[src/gpd_ram.sv]
`timescale 1ns / 1ps
// ----------------------------------------------------------------------------
// gpd_ram
// Generic single write, single read RAM with registered read data.
// ----------------------------------------------------------------------------
module gpd_ram #(
   parameter int WIDTH = 8,
   parameter int DEPTH = 16,
   localparam int AW = $clog2(DEPTH)
) (
   input  logic             clock,
   input  logic             wr_en,
   input  logic [AW-1:0]    wr_addr,
   input  logic [WIDTH-1:0] wr_data,
   input  logic [AW-1:0]    rd_addr,
   output logic [WIDTH-1:0] rd_data
);

   logic [WIDTH-1:0] mem_ff [DEPTH];
   logic [WIDTH-1:0] rd_data_ff;

   always_ff @(posedge clock) begin
      if (wr_en) begin
         mem_ff[wr_addr] <= wr_data;
      end
      rd_data_ff <= mem_ff[rd_addr];
   end

   assign rd_data = rd_data_ff;

endmodule

[config.mk]
export PLATFORM = sky130hd
export DESIGN_NAME = gpd_ram
export DESIGN_NICKNAME = d
export VERILOG_FILES = /design/src/gpd_ram.sv
export SDC_FILE = /design/constraint.sdc
export NUM_CORES = 1
export LEC_CHECK = 0
export BUFFER_PORTS_ARGS = -buffer_cell sky130_fd_sc_hd__buf_2
export CORE_UTILIZATION = 30
export DETAILED_ROUTE_END_ITERATION = 8
export GPL_ROUTABILITY_DRIVEN = 0
export HOLD_SLACK_MARGIN = 0.15
export MAX_ROUTING_LAYER = met4
export PLACE_DENSITY_LB_ADDON = 0.12
export SLEW_MARGIN = 5
export SYNTH_ARGS = -nofsm -noshare
export SYNTH_HDL_FRONTEND = slang
export SYNTH_SLANG_ARGS = --single-unit
[constraint.sdc]
create_clock -name clock -period 1.76 [get_ports clock]
set_input_delay 0.352 -clock clock [delete_from_list [all_inputs] [get_ports clock]]
set_output_delay 0.352 -clock clock [all_outputs]
set_load 0.01 [all_outputs]
==> metrics.md <==
| Metric | Value |
|---|---|
| Filler cell count | 1501 |
| Leak pwr | 2.11 nW |
| Share of cells above drive strength 1 | 31.9% |
| Yosys warnings | 0 |
| CTS tree | done |
| TritonCTS buffer count | 17 |
| Worst path required time | 2.05 ns |
| Final Cycle Share | 79.8% |
| CTS Root Cell | clkbuf_16 |
| Initial antenna violation count | 0 |
| Die area | 0.0177 mm^2 |
| Hold_sp | wr_data[2] |
| Vias in the first global route | 2438 |
| Final Cell Area | 0.00625 mm^2 |
| Most frequent cells in the layout | edfxtp_1, buf_2, buf_4 |
| Pin count of the biggest net entering global routing | 33 |
| Most used DFF post-synth | edfxtp_1 |
| TritonRoute pass-1 iters | 4 |
| Post-CTS resize count | 0 |
| Mapped Area | 0.00515 mm^2 |
| Worst-path clk slew | 0.05 ns |
| Critical path class | in -> reg |
| Port Buffers | 25 |
| Initial Util | 30.9% |
| Final setup vio count | 0 |
| Reg2Reg Setup Slack | 0.37 ns |
| Hold path depth | 1 |
| Rel. slew slack | 44.0% |
| Hold endpoint | mem_ff[6][2] |
| RSZ-0062 raised after global routing | no |
| EDFF count, synth | 128 |
| PwrDens | 1190 mW/mm^2 |
| Sequential share of the synthesized area | 77.8% |
| Post-Route Setup TNS | 0 ns |
| Worst-Margin Slew | 0.837 ns |
| Startpoint types | input port |
| DR vias | 2423 |
| Clock Latency Late Sink | 0.41 ns |
| Post-synth ARST share | 0% |
| Htree depth | 4 |
| M2 GR Usage | 20.1% |
| Ant diodes | 0 |
| Nets | 303 |
| DR vias/cell | 4.68 |
| Synth Instances | 229 |
| Final wirelength | 10700 um |
| Hold_buf cts | 0 |
| Maximum single-stage delay on the critical path | 0.60 ns |
| Routing usage on met3 | 3.45% |
| Netlist cell types | 19 |
| HP Class | in -> reg |
| Chip width | 133 um |
| Post CTS Setup Buffer Count | 0 |
| Syn-to-layout area delta | 21.5% |
| Post-DP HPWL | 6960 um |
| 1st-iter DRT viols | 162 |
| Final min period | 1.40 ns |
| I/O pin count | 26 |
| CP max stage cell | mux4_1 |
| CTS Sinks | 136 |
| Pins over their slew limit | 0 |
| Syn Area/Cell | 22.5 um^2 |
| Nature of the critical path endpoint | flip-flop |
| Die H | 133 um |
| Worst Reg2Reg Path Length in Cells | 3 |
| Max Clk Rate | 0.712 GHz |
| CTS Buffer Depth | 2 |
| Placement Rows | 47 |
| First-pass GRT wire length | 15700 um |
| Placed Area | 0.00567 mm^2 |
| Critical R2R Capture | rd_data[1] |
| VDD IR max | 0.717 mV |
| Crit path cell chain | buf_2, buf_4, mux4_1, a22oi_1, nand2_1 |
| Commonest non-fill, non-tap cell in the layout | edfxtp_1 |
| Wire per inst | 20.6 um |
| Core region area | 0.0166 mm^2 |
| Outcome | finished clean |
| Clk_skew | 0.00511 ns |
| Seq cells post-synth | 136 |
| Total track usage | 13.5% |
| Max-Cap Viols | 0 |
| Hold Fails Final Rpt | 0 |
| DRC | 0 |
| Crit-path max FO | 9 |
| Final ANT Viol Nets | 0 |
| Start of the worst register-to-register path | mem_ff[1][1] |
| Worst EP arrival | 1.70 ns |
| Syn Nets | 247 |
| GR peak layer | met2 |
| GR Util met1 | 17.2% |
| Gr ovfl total | 0 |
==> metal layers <==
layer,vias up,wire (um)
met3,13,551
met5,-,0
met2,68,5240
met1,1259,4720
li1,1083,-
met4,0,140
==> power breakdown <==
part / internal (mW) / leakage (nW) / switching [mW]
clock network: 2.22 / 0.284 / 1.22
logic: 0.153 / 0.600 / 0.204
registers: 3.62 / 1.22 / 0.0195
total: 6.00 / 2.11 / 1.45
==> metrics by stage <==
stage / hold WS (ns) / util, % / power (mW) / cells / setup WS [ns]
floorplan: 0.451 / - / 3.90 / 229 / 0.142
global placement: 0.651 / 34.1 / 4.07 / 486 / -0.0829
detailed placement: 0.658 / 34.1 / 4.08 / 486 / -0.0873
CTS: 0.301 / 37.6 / 7.54 / 518 / 0.364
global route: 0.319 / 37.6 / 7.68 / 518 / 0.264
finish: 0.322 / 37.6 / 7.44 / 518 / 0.356
==> logic make-up after synthesis <==
family,Yosys count,share of synthesized area (%)
flip-flops,136,77.8
AND/OR/NAND/NOR,35,3.18
multiplexers,32,15.0
AO/OA/AOI/OAI,16,2.33
buffers and inverters,10,1.68
==> state kept, by name, indices dropped and copies added, names as in the netlist <==
| name | flops |
|---|---|
| mem_ff | 128 |
| rd_data | 8 |
==> final cells by class <==
type                    count  area [um^2]  share of cell area, %
flip-flops and latches    136         4000                   64.0
multi-input cells          83         1060                   17.0
clock buffers              24          492                   7.86
repair buffers             47          328                   5.24
well taps                 220          275                   4.40
clock inverters             8         93.8                   1.50
==> synth_stat cells, types with 2 or more instances <==
library cell     instances  area (um^2)
nor2_1                  13         48.8
nand3b_1                 2         15.0
mux4_2                  18          405
nand2b_1                 2         12.5
mux4_1                  14          368
dfxtp_1                  8          160
buf_2                    3         15.0
buf_6                    3         33.8
clkdlybuf4s25_2          3         30.0
edfxtp_1               128         3840
a22oi_1                 16          120
nand2_1                  9         33.8
nor3_1                   4         20.0
==> worst max path at each step <==
stage	start	endpoint	slack, ns	cells past startpoint
2_1_floorplan	wr_addr[2]	mem_ff[3][0]	0.14	2
3_3_place_gp	rd_addr[0]	rd_data[1]	-0.08	5
3_5_place_dp	rd_addr[0]	rd_data[3]	-0.09	5
4_1_cts	mem_ff[5][3]	rd_data[3]	0.36	3
5_1_grt	rd_addr[0]	rd_data[3]	0.26	5
6_report	rd_addr[0]	rd_data[1]	0.36	5
==> worst max-delay path: cells and delay by family <==
kind	cells	cell delay, ns
buffers and inverters	2	0.36
and+or+nand+nor	1	0.10
AOI/OAI and AO/OA	1	0.29
muxes	1	0.60
Note: power is estimated with default switching activity, not from simulation.
