**src/gpd_pkg.sv**
```systemverilog
`timescale 1ns / 1ps
// ----------------------------------------------------------------------------
// gpd_pkg
// Shared widths, constants, register codes and types of the grid point dedup.
// ----------------------------------------------------------------------------
package gpd_pkg;

   localparam int COORD_W    = 20;
   localparam int FRAC_W     = 4;
   localparam int PIX_W      = COORD_W - FRAC_W;
   localparam int CELL_W     = 8;
   localparam int DIST_W     = 12;
   localparam int GRID_W     = 17;
   localparam int CNT_W      = 24;
   localparam int CELLS      = 65536;
   localparam int ADDR_W     = $clog2(CELLS);
   localparam int ENTRY_W    = 2 * COORD_W + 1;
   localparam int MUL_W      = COORD_W;
   localparam int PROD_W     = 2 * MUL_W;
   localparam int SUM_W      = PROD_W + 1;
   localparam int LIM_W      = 2 * DIST_W;
   localparam int HOME_W     = PIX_W + GRID_W + 1;
   localparam int NIDX_W     = HOME_W + 2;
   localparam int DIV_CNT_W  = $clog2(PIX_W + 1);
   localparam int CSR_IDX_W  = 3;
   localparam int CSR_DATA_W = GRID_W;

   localparam logic [CNT_W-1:0]  KEPT_MAX   = {CNT_W{1'b1}};
   localparam logic [DIST_W-1:0] DIST_RST   = DIST_W'(64);
   localparam logic [CELL_W-1:0] CELL_RST   = CELL_W'(4);
   localparam logic [GRID_W-1:0] COLS_RST   = GRID_W'(256);
   localparam logic [GRID_W-1:0] ROWS_RST   = GRID_W'(256);

   typedef enum logic [CSR_IDX_W-1:0] {
      CSR_DEDUP_DIST = 3'd0,
      CSR_CELL_SIZE  = 3'd1,
      CSR_GRID_COLS  = 3'd2,
      CSR_GRID_ROWS  = 3'd3
   } csr_index_type;

   typedef struct packed {
      logic              start;
      logic [PIX_W-1:0]  dividend;
      logic [CELL_W-1:0] divisor;
   } div_req_type;

endpackage

```
**src/gpd_divider.sv**
```systemverilog
`timescale 1ns / 1ps
// ----------------------------------------------------------------------------
// gpd_divider
// Restoring divider, one quotient bit per cycle, for cell coordinates.
// ----------------------------------------------------------------------------
module gpd_divider import gpd_pkg::*; (
   input  logic             clock,
   input  logic             reset,
   input  div_req_type      div_req,
   output logic             div_done,
   output logic [PIX_W-1:0] div_quo
);

   logic [DIV_CNT_W-1:0] cnt_ff, cnt_in;
   logic                 done_ff, done_in;
   logic [PIX_W-1:0]     quo_ff, quo_in;
   logic [CELL_W-1:0]    rem_ff, rem_in;
   logic [CELL_W-1:0]    dvs_ff, dvs_in;
   logic [CELL_W:0]      trial;
   logic [CELL_W:0]      diff;
   logic                 fits;

   assign trial = {rem_ff, quo_ff[PIX_W-1]};
   assign diff  = trial - {1'b0, dvs_ff};
   assign fits  = trial >= {1'b0, dvs_ff};

   always_comb begin
      cnt_in  = cnt_ff;
      done_in = 1'b0;
      quo_in  = quo_ff;
      rem_in  = rem_ff;
      dvs_in  = dvs_ff;
      if (div_req.start) begin
         quo_in = div_req.dividend;
         rem_in = '0;
         dvs_in = div_req.divisor;
         cnt_in = DIV_CNT_W'(PIX_W);
      end else if (cnt_ff != '0) begin
         rem_in  = fits ? diff[CELL_W-1:0] : trial[CELL_W-1:0];
         quo_in  = {quo_ff[PIX_W-2:0], fits};
         cnt_in  = cnt_ff - DIV_CNT_W'(1);
         done_in = (cnt_ff == DIV_CNT_W'(1));
      end
   end

   always_ff @(posedge clock) begin
      if (reset) begin
         cnt_ff  <= '0;
         done_ff <= 1'b0;
      end else begin
         cnt_ff  <= cnt_in;
         done_ff <= done_in;
      end
      quo_ff <= quo_in;
      rem_ff <= rem_in;
      dvs_ff <= dvs_in;
   end

   assign div_done = done_ff;
   assign div_quo  = quo_ff;

endmodule

```
**config.mk**
```make
export PLATFORM = sky130hd
export DESIGN_NAME = gpd_divider
export DESIGN_NICKNAME = d
export VERILOG_FILES = /design/src/gpd_pkg.sv /design/src/gpd_divider.sv
export SDC_FILE = /design/constraint.sdc
export NUM_CORES = 1
export LEC_CHECK = 0
export CORE_AREA = 5 5 78 80
export CTS_CLUSTER_SIZE = 8
export DETAILED_ROUTE_END_ITERATION = 10
export DIE_AREA = 0 0 83 85
export DONT_BUFFER_PORTS = 1
export GPL_TIMING_DRIVEN = 0
export PLACE_DENSITY_LB_ADDON = 0.2
export SLEW_MARGIN = 20
export SYNTH_ARGS = -nofsm -noshare
export SYNTH_HDL_FRONTEND = slang
export SYNTH_SLANG_ARGS = --single-unit
```
**constraint.sdc**
```tcl
create_clock -name clock -period 2.2 [get_ports clock]
set_input_delay 0.44 -clock clock [delete_from_list [all_inputs] [get_ports clock]]
set_output_delay 0.44 -clock clock [all_outputs]
set_load 0.02 [all_outputs]
```
==> results.py, run 1 <==
metrics = {
    "global_route": {
        "grt_usage": 0.1210,
        "antenna_found_initial": 0,
        "grt_pass1_wl_mm": 6.927,
        "overflow": 0,
        "grt_max_degree": 17,
        "grt_pass1_vias": 1485,
    },
    "sta": {
        "max_freq_ghz": 0.4702,
        "drv_slew": 0,
        "finClkSkew_ns": 0.002859,
        "relSlewSlack": 0.6313,
        "hold_viol_final": 0,
        "setup_viol_count_final": 0,
        "period_share": 0.9667,
        "worst_slew_pin_slew_ns": 0.5530,
        "timing.final.ws_setup_ns": 0.07322,
        "period_needed_ns": 2.127,
        "fin_tns_setup_ns": 0,
    },
    "yosys": {
        "synth-simple-area-share": 0.1429,
        "synthAdderAreaFrac": 0.07178,
        "synth_edf_count": 24,
        "synth_area_leaders": "edfxtp_1 36%, dfxtp_1 14%, mux2_2 8.9%",
        "synth-xor-area-share": 0.01733,
        "synth_ff_type": "edfxtp_1",
        "synth_area_leader_cell": "edfxtp_1",
        "synth_compound_area_frac": 0.1442,
        "synth.area.mux_share": 0.08911,
        "synth_area_mm2": 0.002022,
        "yosysSeqAreaShare": 0.4950,
        "yosys_warnings": 0,
        "ys_ff_latch": 38,
        "ys_types": 45,
        "syn_inst": 186,
        "synth_top_family_by_area": "compound AO/OA/AOI/OAI gates",
        "synth_top_area_share": 0.3564,
        "async_flop_share": 0,
        "syn_nets": 224,
        "synth.avg_cell_area_um2": 10.87,
    },
    "placed_design": {
        "pre_cts_slack_ns": 0.01863,
        "portBuffers": 0,
        "dp.final_hpwl_mm": 3.068,
        "gp_congestion": 0.7600,
    },
    "run_status": {
        "outcome": "finished, final reports clean",
    },
    "clock_network": {
        "cts_buffer_depth": 2,
        "cts_hold_buf": 0,
        "cts_tree": "built",
        "cts-root-buf": "clkbuf_8",
        "cts_made_buffers": 5,
        "clock_latency_ns": 0.28,
        "clock_sinks": 38,
        "clk_pin_slew_ns": 0.07,
        "cts_max_level": 2,
    },
    "finish": {
        "n_antenna_cell": 0,
        "final_util": 0.4245,
        "syn_to_final_growth_pct": 12.07,
        "final_layout_size_suffix_gt1_frac": 0.1939,
        "fin_nets": 233,
    },
    "floorplan": {
        "die_area_mm2": 0.007055,
        "row_count": 27,
        "dieWidth_um": 83,
        "core_region_area_mm2": 0.005338,
        "start_util": 0.3788,
        "die_h_um": 85,
        "pin_count": 44,
    },
    "critical_path": {
        "worstPathArrival_ns": 2.27,
        "critPathKind": "flop to flop",
        "worstPathMaxFanout": 3,
        "cp.required_ns": 2.34,
        "r2r_slack_ns": 0.07,
        "end_kind": "flop",
        "r2r_cells": 8,
        "worstReg2RegEnd": "rem_ff[6]$_SDFFE_PP0P_",
        "reg2reg_from": "div_quo[15]$_DFFE_PP_",
        "crit_path_start_kind": "flop",
    },
    "run": {
        "drv_cap": 0,
    },
    "detailed_routing": {
        "vias": 1432,
        "viasPerCell": 5.343,
        "antenna_left": 0,
        "avgRoutedWirePerCell_um": 15.42,
        "routed_wl_mm": 4.132,
        "drt_first_pass_iters": 4,
        "drt-initial-drc-count": 76,
        "drc": 0,
    },
    "min_path": {
        "min_path_cells": 1,
        "hp-start": "reset",
        "holdPathEnd": "cnt_ff[4]$_SDFFE_PP0P_",
        "hold_class": "input pin to flop",
    },
    "power_and_ir_drop": {
        "pwr_density_cell_mw_per_mm2": 1211,
        "leakage_uw": 0.0008514,
        "ir_drop_uv": 700.8,
    },
}
-- sequential cells by signal, indices dropped and copies added, names as in the netlist --
| signal | count |
|---|---|
| cnt_ff | 5 |
| div_done | 1 |
| div_quo | 16 |
| dvs_ff | 8 |
| rem_ff | 8 |
-- worst max-delay path, cell delays in order (launching register included) --
cell	delay, ns
edfxtp_1	0.52
inv_1	0.11
ha_2	0.20
fa_2	0.24
nor2b_4	0.05
o311ai_0	0.42
o311ai_2	0.20
o21ai_1	0.13
a311oi_2	0.11
-- where the power goes --
group          internal, uW  switching (uW)  total [uW]
clock network           370             237         607
registers               946             204        1150
logic                   437             549         986
total                  1750             990        2740
-- worst max path at each step --
stage,startpoint,endpoint,slack [ns],cells after the start
2_1_floorplan,div_quo[15]$_DFFE_PP_,div_quo[0]$_DFFE_PP_,0.26,7
3_3_place_gp,div_quo[15]$_DFFE_PP_,div_quo[0]$_DFFE_PP_,0.04,7
3_5_place_dp,cnt_ff[0]$_SDFFE_PP0P_,div_quo[0]$_DFFE_PP_,0.02,5
4_1_cts,div_quo[15]$_DFFE_PP_,rem_ff[6]$_SDFFE_PP0P_,0.001,8
5_1_grt,div_quo[15]$_DFFE_PP_,rem_ff[6]$_SDFFE_PP0P_,-0.08,8
6_report,div_quo[15]$_DFFE_PP_,rem_ff[6]$_SDFFE_PP0P_,0.07,8
-- what timing repair did --
item,CTS,global route
gates resized for setup,0,7
endpoints found under the setup margin,0,21
setup buffers,0,2
-- metal layers --
metal | part of all wire | GRT usage
met2 | 0.51 | 0.2157
met4 | 0.014 | 0.05349
met1 | 0.43 | 0.1333
met5 | 0 | 0
met3 | 0.049 | 0.03592
-- layout make-up --
cell class / instances / area (um^2)
Sequential cell: 38 / 1001
Clock buffer: 7 / 86.33
Timing Repair Buffer: 2 / 15.01
Tap cell: 72 / 90.09
Inverter: 14 / 52.55
Multi-Input combinational cell: 128 / 963.4
Clock inverter: 1 / 30.03
Fill cell: 556 / 3072
Buffer: 6 / 27.53
-- placed cells by master, fill, tap and decap left out, drive strengths merged, types with 2 or more instances in the layout --
cell,netlist,final
nor2,15,15
dfxtp,14,14
ha,10,10
buf,4,6
xnor2,4,4
nor3,5,5
clkbuf,2,9
nand3,6,6
o21ai,14,14
a21o,2,2
or3,3,3
a311oi,6,6
a21oi,4,4
nand4,2,2
o31a,2,2
nor2b,4,4
mux2,16,16
nand3b,2,2
o311ai,2,2
inv,14,14
edfxtp,24,24
nand2,11,11
o211ai,2,2
nand2b,3,3
-- cell families after synthesis --
| group | count (synthesis) |
|---|---|
| DFF | 38 |
| and+or+nand+nor | 57 |
| xor gates and xnor gates | 4 |
| muxes | 16 |
| buffers and inverters | 20 |
| adders and majority gates | 11 |
| AOI/OAI and AO/OA | 40 |
-- synth_stat cells, drive strengths merged (3+ instances only) --
cell type / instances
ha: 10
nand3: 6
nand2b: 3
mux2: 16
nor3: 5
edfxtp: 24
dfxtp: 14
buf: 4
inv: 14
a21oi: 4
o21ai: 14
or3: 3
a311oi: 6
nor2: 15
nor2b: 4
nand2: 11
xnor2: 4
-- stage by stage --
stage | hold slack [ns] | std cells | total power [uW] | cell area [um^2]
6_report | 0.2223 | 268 | 2744 | 2266
5_1_grt | 0.2020 | 268 | 2956 | 2266
4_1_cts | 0.2103 | 266 | 2710 | 2228
3_5_place_dp | 0.4986 | 258 | 2090 | 2112
3_3_place_gp | 0.4979 | 258 | 2071 | 2112
2_1_floorplan | 0.4639 | 186 | 1880 | 2022
Note: power is estimated with default switching activity, not from simulation.
==> run 2: changes to the inputs <==
--- a/config.mk
+++ b/config.mk
@@ -5,10 +5,10 @@
 export SDC_FILE = /design/constraint.sdc
 export NUM_CORES = 1
 export LEC_CHECK = 0
-export CORE_AREA = 5 5 78 80
+export CORE_AREA = 5 5 65 67
 export CTS_CLUSTER_SIZE = 8
 export DETAILED_ROUTE_END_ITERATION = 10
-export DIE_AREA = 0 0 83 85
+export DIE_AREA = 0 0 70 72
 export DONT_BUFFER_PORTS = 1
 export GPL_TIMING_DRIVEN = 0
 export PLACE_DENSITY_LB_ADDON = 0.2
==> run 2 against run 1 <==
Register-to-register slack is essentially flat. Sequential power is essentially flat. Core utilization grew 19 points. Total power shrank 7.6%. Wire length grew 1.4%. Clock power shrank 42%. Critical path depth is the same. Die area shrank 29%. Setup slack gained 0.010 ns. Clock skew grew 0.0033 ns. Clock-buffer cell count shrank 2. Hold slack lost 0.074 ns. Largest cell class unchanged.
==> results.py, run 2 (synthesis gave the netlist of run 1 again) <==
metrics = {
    "run_status": {
        "outcome": "finished, final reports clean",
    },
    "clock_network": {
        "cts_buffer_depth": 2,
        "clock_latency_ns": 0.34,
        "cts_max_level": 2,
        "cts_tree": "built",
        "clock_sinks": 38,
        "cts-root-buf": "clkbuf_4",
        "clk_pin_slew_ns": 0.12,
        "cts_made_buffers": 5,
    },
    "placed_design": {
        "place_inst": 234,
        "gp_congestion": 0.8957,
        "dpl-instance-area_mm2": 0.002082,
        "dp.final_hpwl_mm": 3.124,
        "portBuffers": 0,
    },
    "finish": {
        "mostFrequentLayoutCells": "24 x edfxtp_1, 16 x mux2_2, 15 x nor2_1",
        "final_layout_size_suffix_gt1_frac": 0.2092,
        "fin_cells": 244,
        "fin_nets": 233,
        "largest_reg_flops": 16,
        "design_area_mm2": 0.002191,
        "layout_commonest_cell": "edfxtp_1",
        "n_antenna_cell": 0,
        "syn_to_final_growth_pct": 8.354,
    },
    "detailed_routing": {
        "drt-initial-drc-count": 99,
        "antenna_left": 0,
        "drt_first_pass_iters": 4,
        "routed_wl_mm": 4.188,
        "avgRoutedWirePerCell_um": 17.16,
        "vias": 1482,
        "viasPerCell": 6.074,
        "drc": 0,
    },
    "sta": {
        "hold_viol_final": 0,
        "relSlewSlack": 0.6181,
        "period_share": 0.9621,
        "finClkSkew_ns": 0.006157,
        "period_needed_ns": 2.117,
        "setup_viol_count_final": 0,
        "max_freq_ghz": 0.4724,
        "worst_slew_pin_slew_ns": 0.5728,
        "drv_slew": 0,
    },
    "min_path": {
        "hold_class": "input pin to flop",
        "hp-start": "reset",
    },
    "critical_path": {
        "worstPathArrival_ns": 2.39,
        "r2r_cells": 8,
        "worstPathMaxFanout": 3,
        "cp-endpoint": "rem_ff[6]$_SDFFE_PP0P_",
        "worstReg2RegEnd": "rem_ff[6]$_SDFFE_PP0P_",
        "end_kind": "flop",
        "reg2reg_from": "div_quo[15]$_DFFE_PP_",
        "cp-startpoint": "div_quo[15]$_DFFE_PP_",
        "cp.required_ns": 2.47,
        "r2r_slack_ns": 0.08,
        "crit_path_start_kind": "flop",
        "critPathKind": "flop to flop",
    },
    "global_route": {
        "antenna_found_initial": 0,
        "overflow": 0,
        "grt_pass1_wl_mm": 6.962,
        "grt_pass1_vias": 1577,
        "grt_max_degree": 17,
        "grt_usage": 0.1744,
    },
    "floorplan": {
        "row_count": 22,
        "die_h_um": 72,
        "start_util": 0.5650,
        "dieWidth_um": 70,
        "core_region_area_mm2": 0.003578,
        "pin_count": 44,
        "die_area_mm2": 0.005040,
    },
    "power_and_ir_drop": {
        "leakage_uw": 0.0008185,
        "ir_drop_uv": 714.9,
        "pwr_density_cell_mw_per_mm2": 1157,
        "finalPower_uw": 2534,
    },
    "run": {
        "drv_cap": 0,
    },
}
[run 2: changes by cell type in the layout (fill, tap and decap cells not counted), moves of 2 or more]
cell,before,now
nor2b_2,0,2
clkbuf_8,6,0
clkbuf_4,0,5
o21ai_1,7,5
[run 2: area by class of cell]
cell class,count,area [um^2]
plain buffers,6,27.53
clock buffers,5,37.54
clock inverters,3,16.27
fillers,323,1388
inverters,14,52.55
multi-input cells,128,980.9
flip-flops and latches,38,1001
well taps,48,60.06
repair buffers,2,15.01
[run 2: worst min-delay path by stage]
stage | end | slack, ns | cells past startpoint
detailed placement | rem_ff[3]$_SDFFE_PP0P_ | 0.51 | 2
CTS | cnt_ff[4]$_SDFFE_PP0P_ | 0.14 | 1
global placement | rem_ff[3]$_SDFFE_PP0P_ | 0.50 | 2
finish | cnt_ff[4]$_SDFFE_PP0P_ | 0.15 | 1
global route | cnt_ff[0]$_SDFFE_PP0P_ | 0.12 | 1
floorplan | rem_ff[4]$_SDFFE_PP0P_ | 0.46 | 2
[run 2: power breakdown]
group / internal, uW / total [uW] / switching, uW
clock network: 119 / 353 / 234
registers: 945 / 1150 / 205
logic: 452 / 1030 / 578
[run 2: layer usage]
layer / wire length, um / GRT usage
met1: 1648 / 0.1756
met2: 2141 / 0.3179
met3: 312 / 0.07479
met4: 85 / 0.07021
met5: 0 / 0
[run 2: metrics by stage]
step | util | setup WS, ns | TNS [ns] | hold WS [ns]
floorplan | - | 0.2584 | 0 | 0.4639
global placement | 0.5818 | 0.02172 | 0 | 0.4975
detailed placement | 0.5818 | 0.007337 | 0 | 0.5089
CTS | 0.5976 | 0.003231 | 0 | 0.1362
global route | 0.6122 | -0.01156 | -0.01919 | 0.1222
finish | 0.6122 | 0.08331 | 0 | 0.1478
[run 2: worst max-delay path: stages, from the launching register on]
cell and delay (ns):
edfxtp_1 0.54, inv_2 0.12, ha_4 0.15, fa_2 0.24, nor2b_2 0.07, o31a_1 0.28, o311ai_1 0.28, o21ai_1 0.13
a311oi_2 0.23
[run 2: repair_timing]
| item | in CTS | in global routing |
|---|---|---|
| endpoints found under the setup margin | 2 | 20 |
| gates resized for setup | 1 | 9 |
| hold buffers | 0 | 0 |
| pin swaps | 1 | 2 |
| buffers inserted | 0 | 2 |
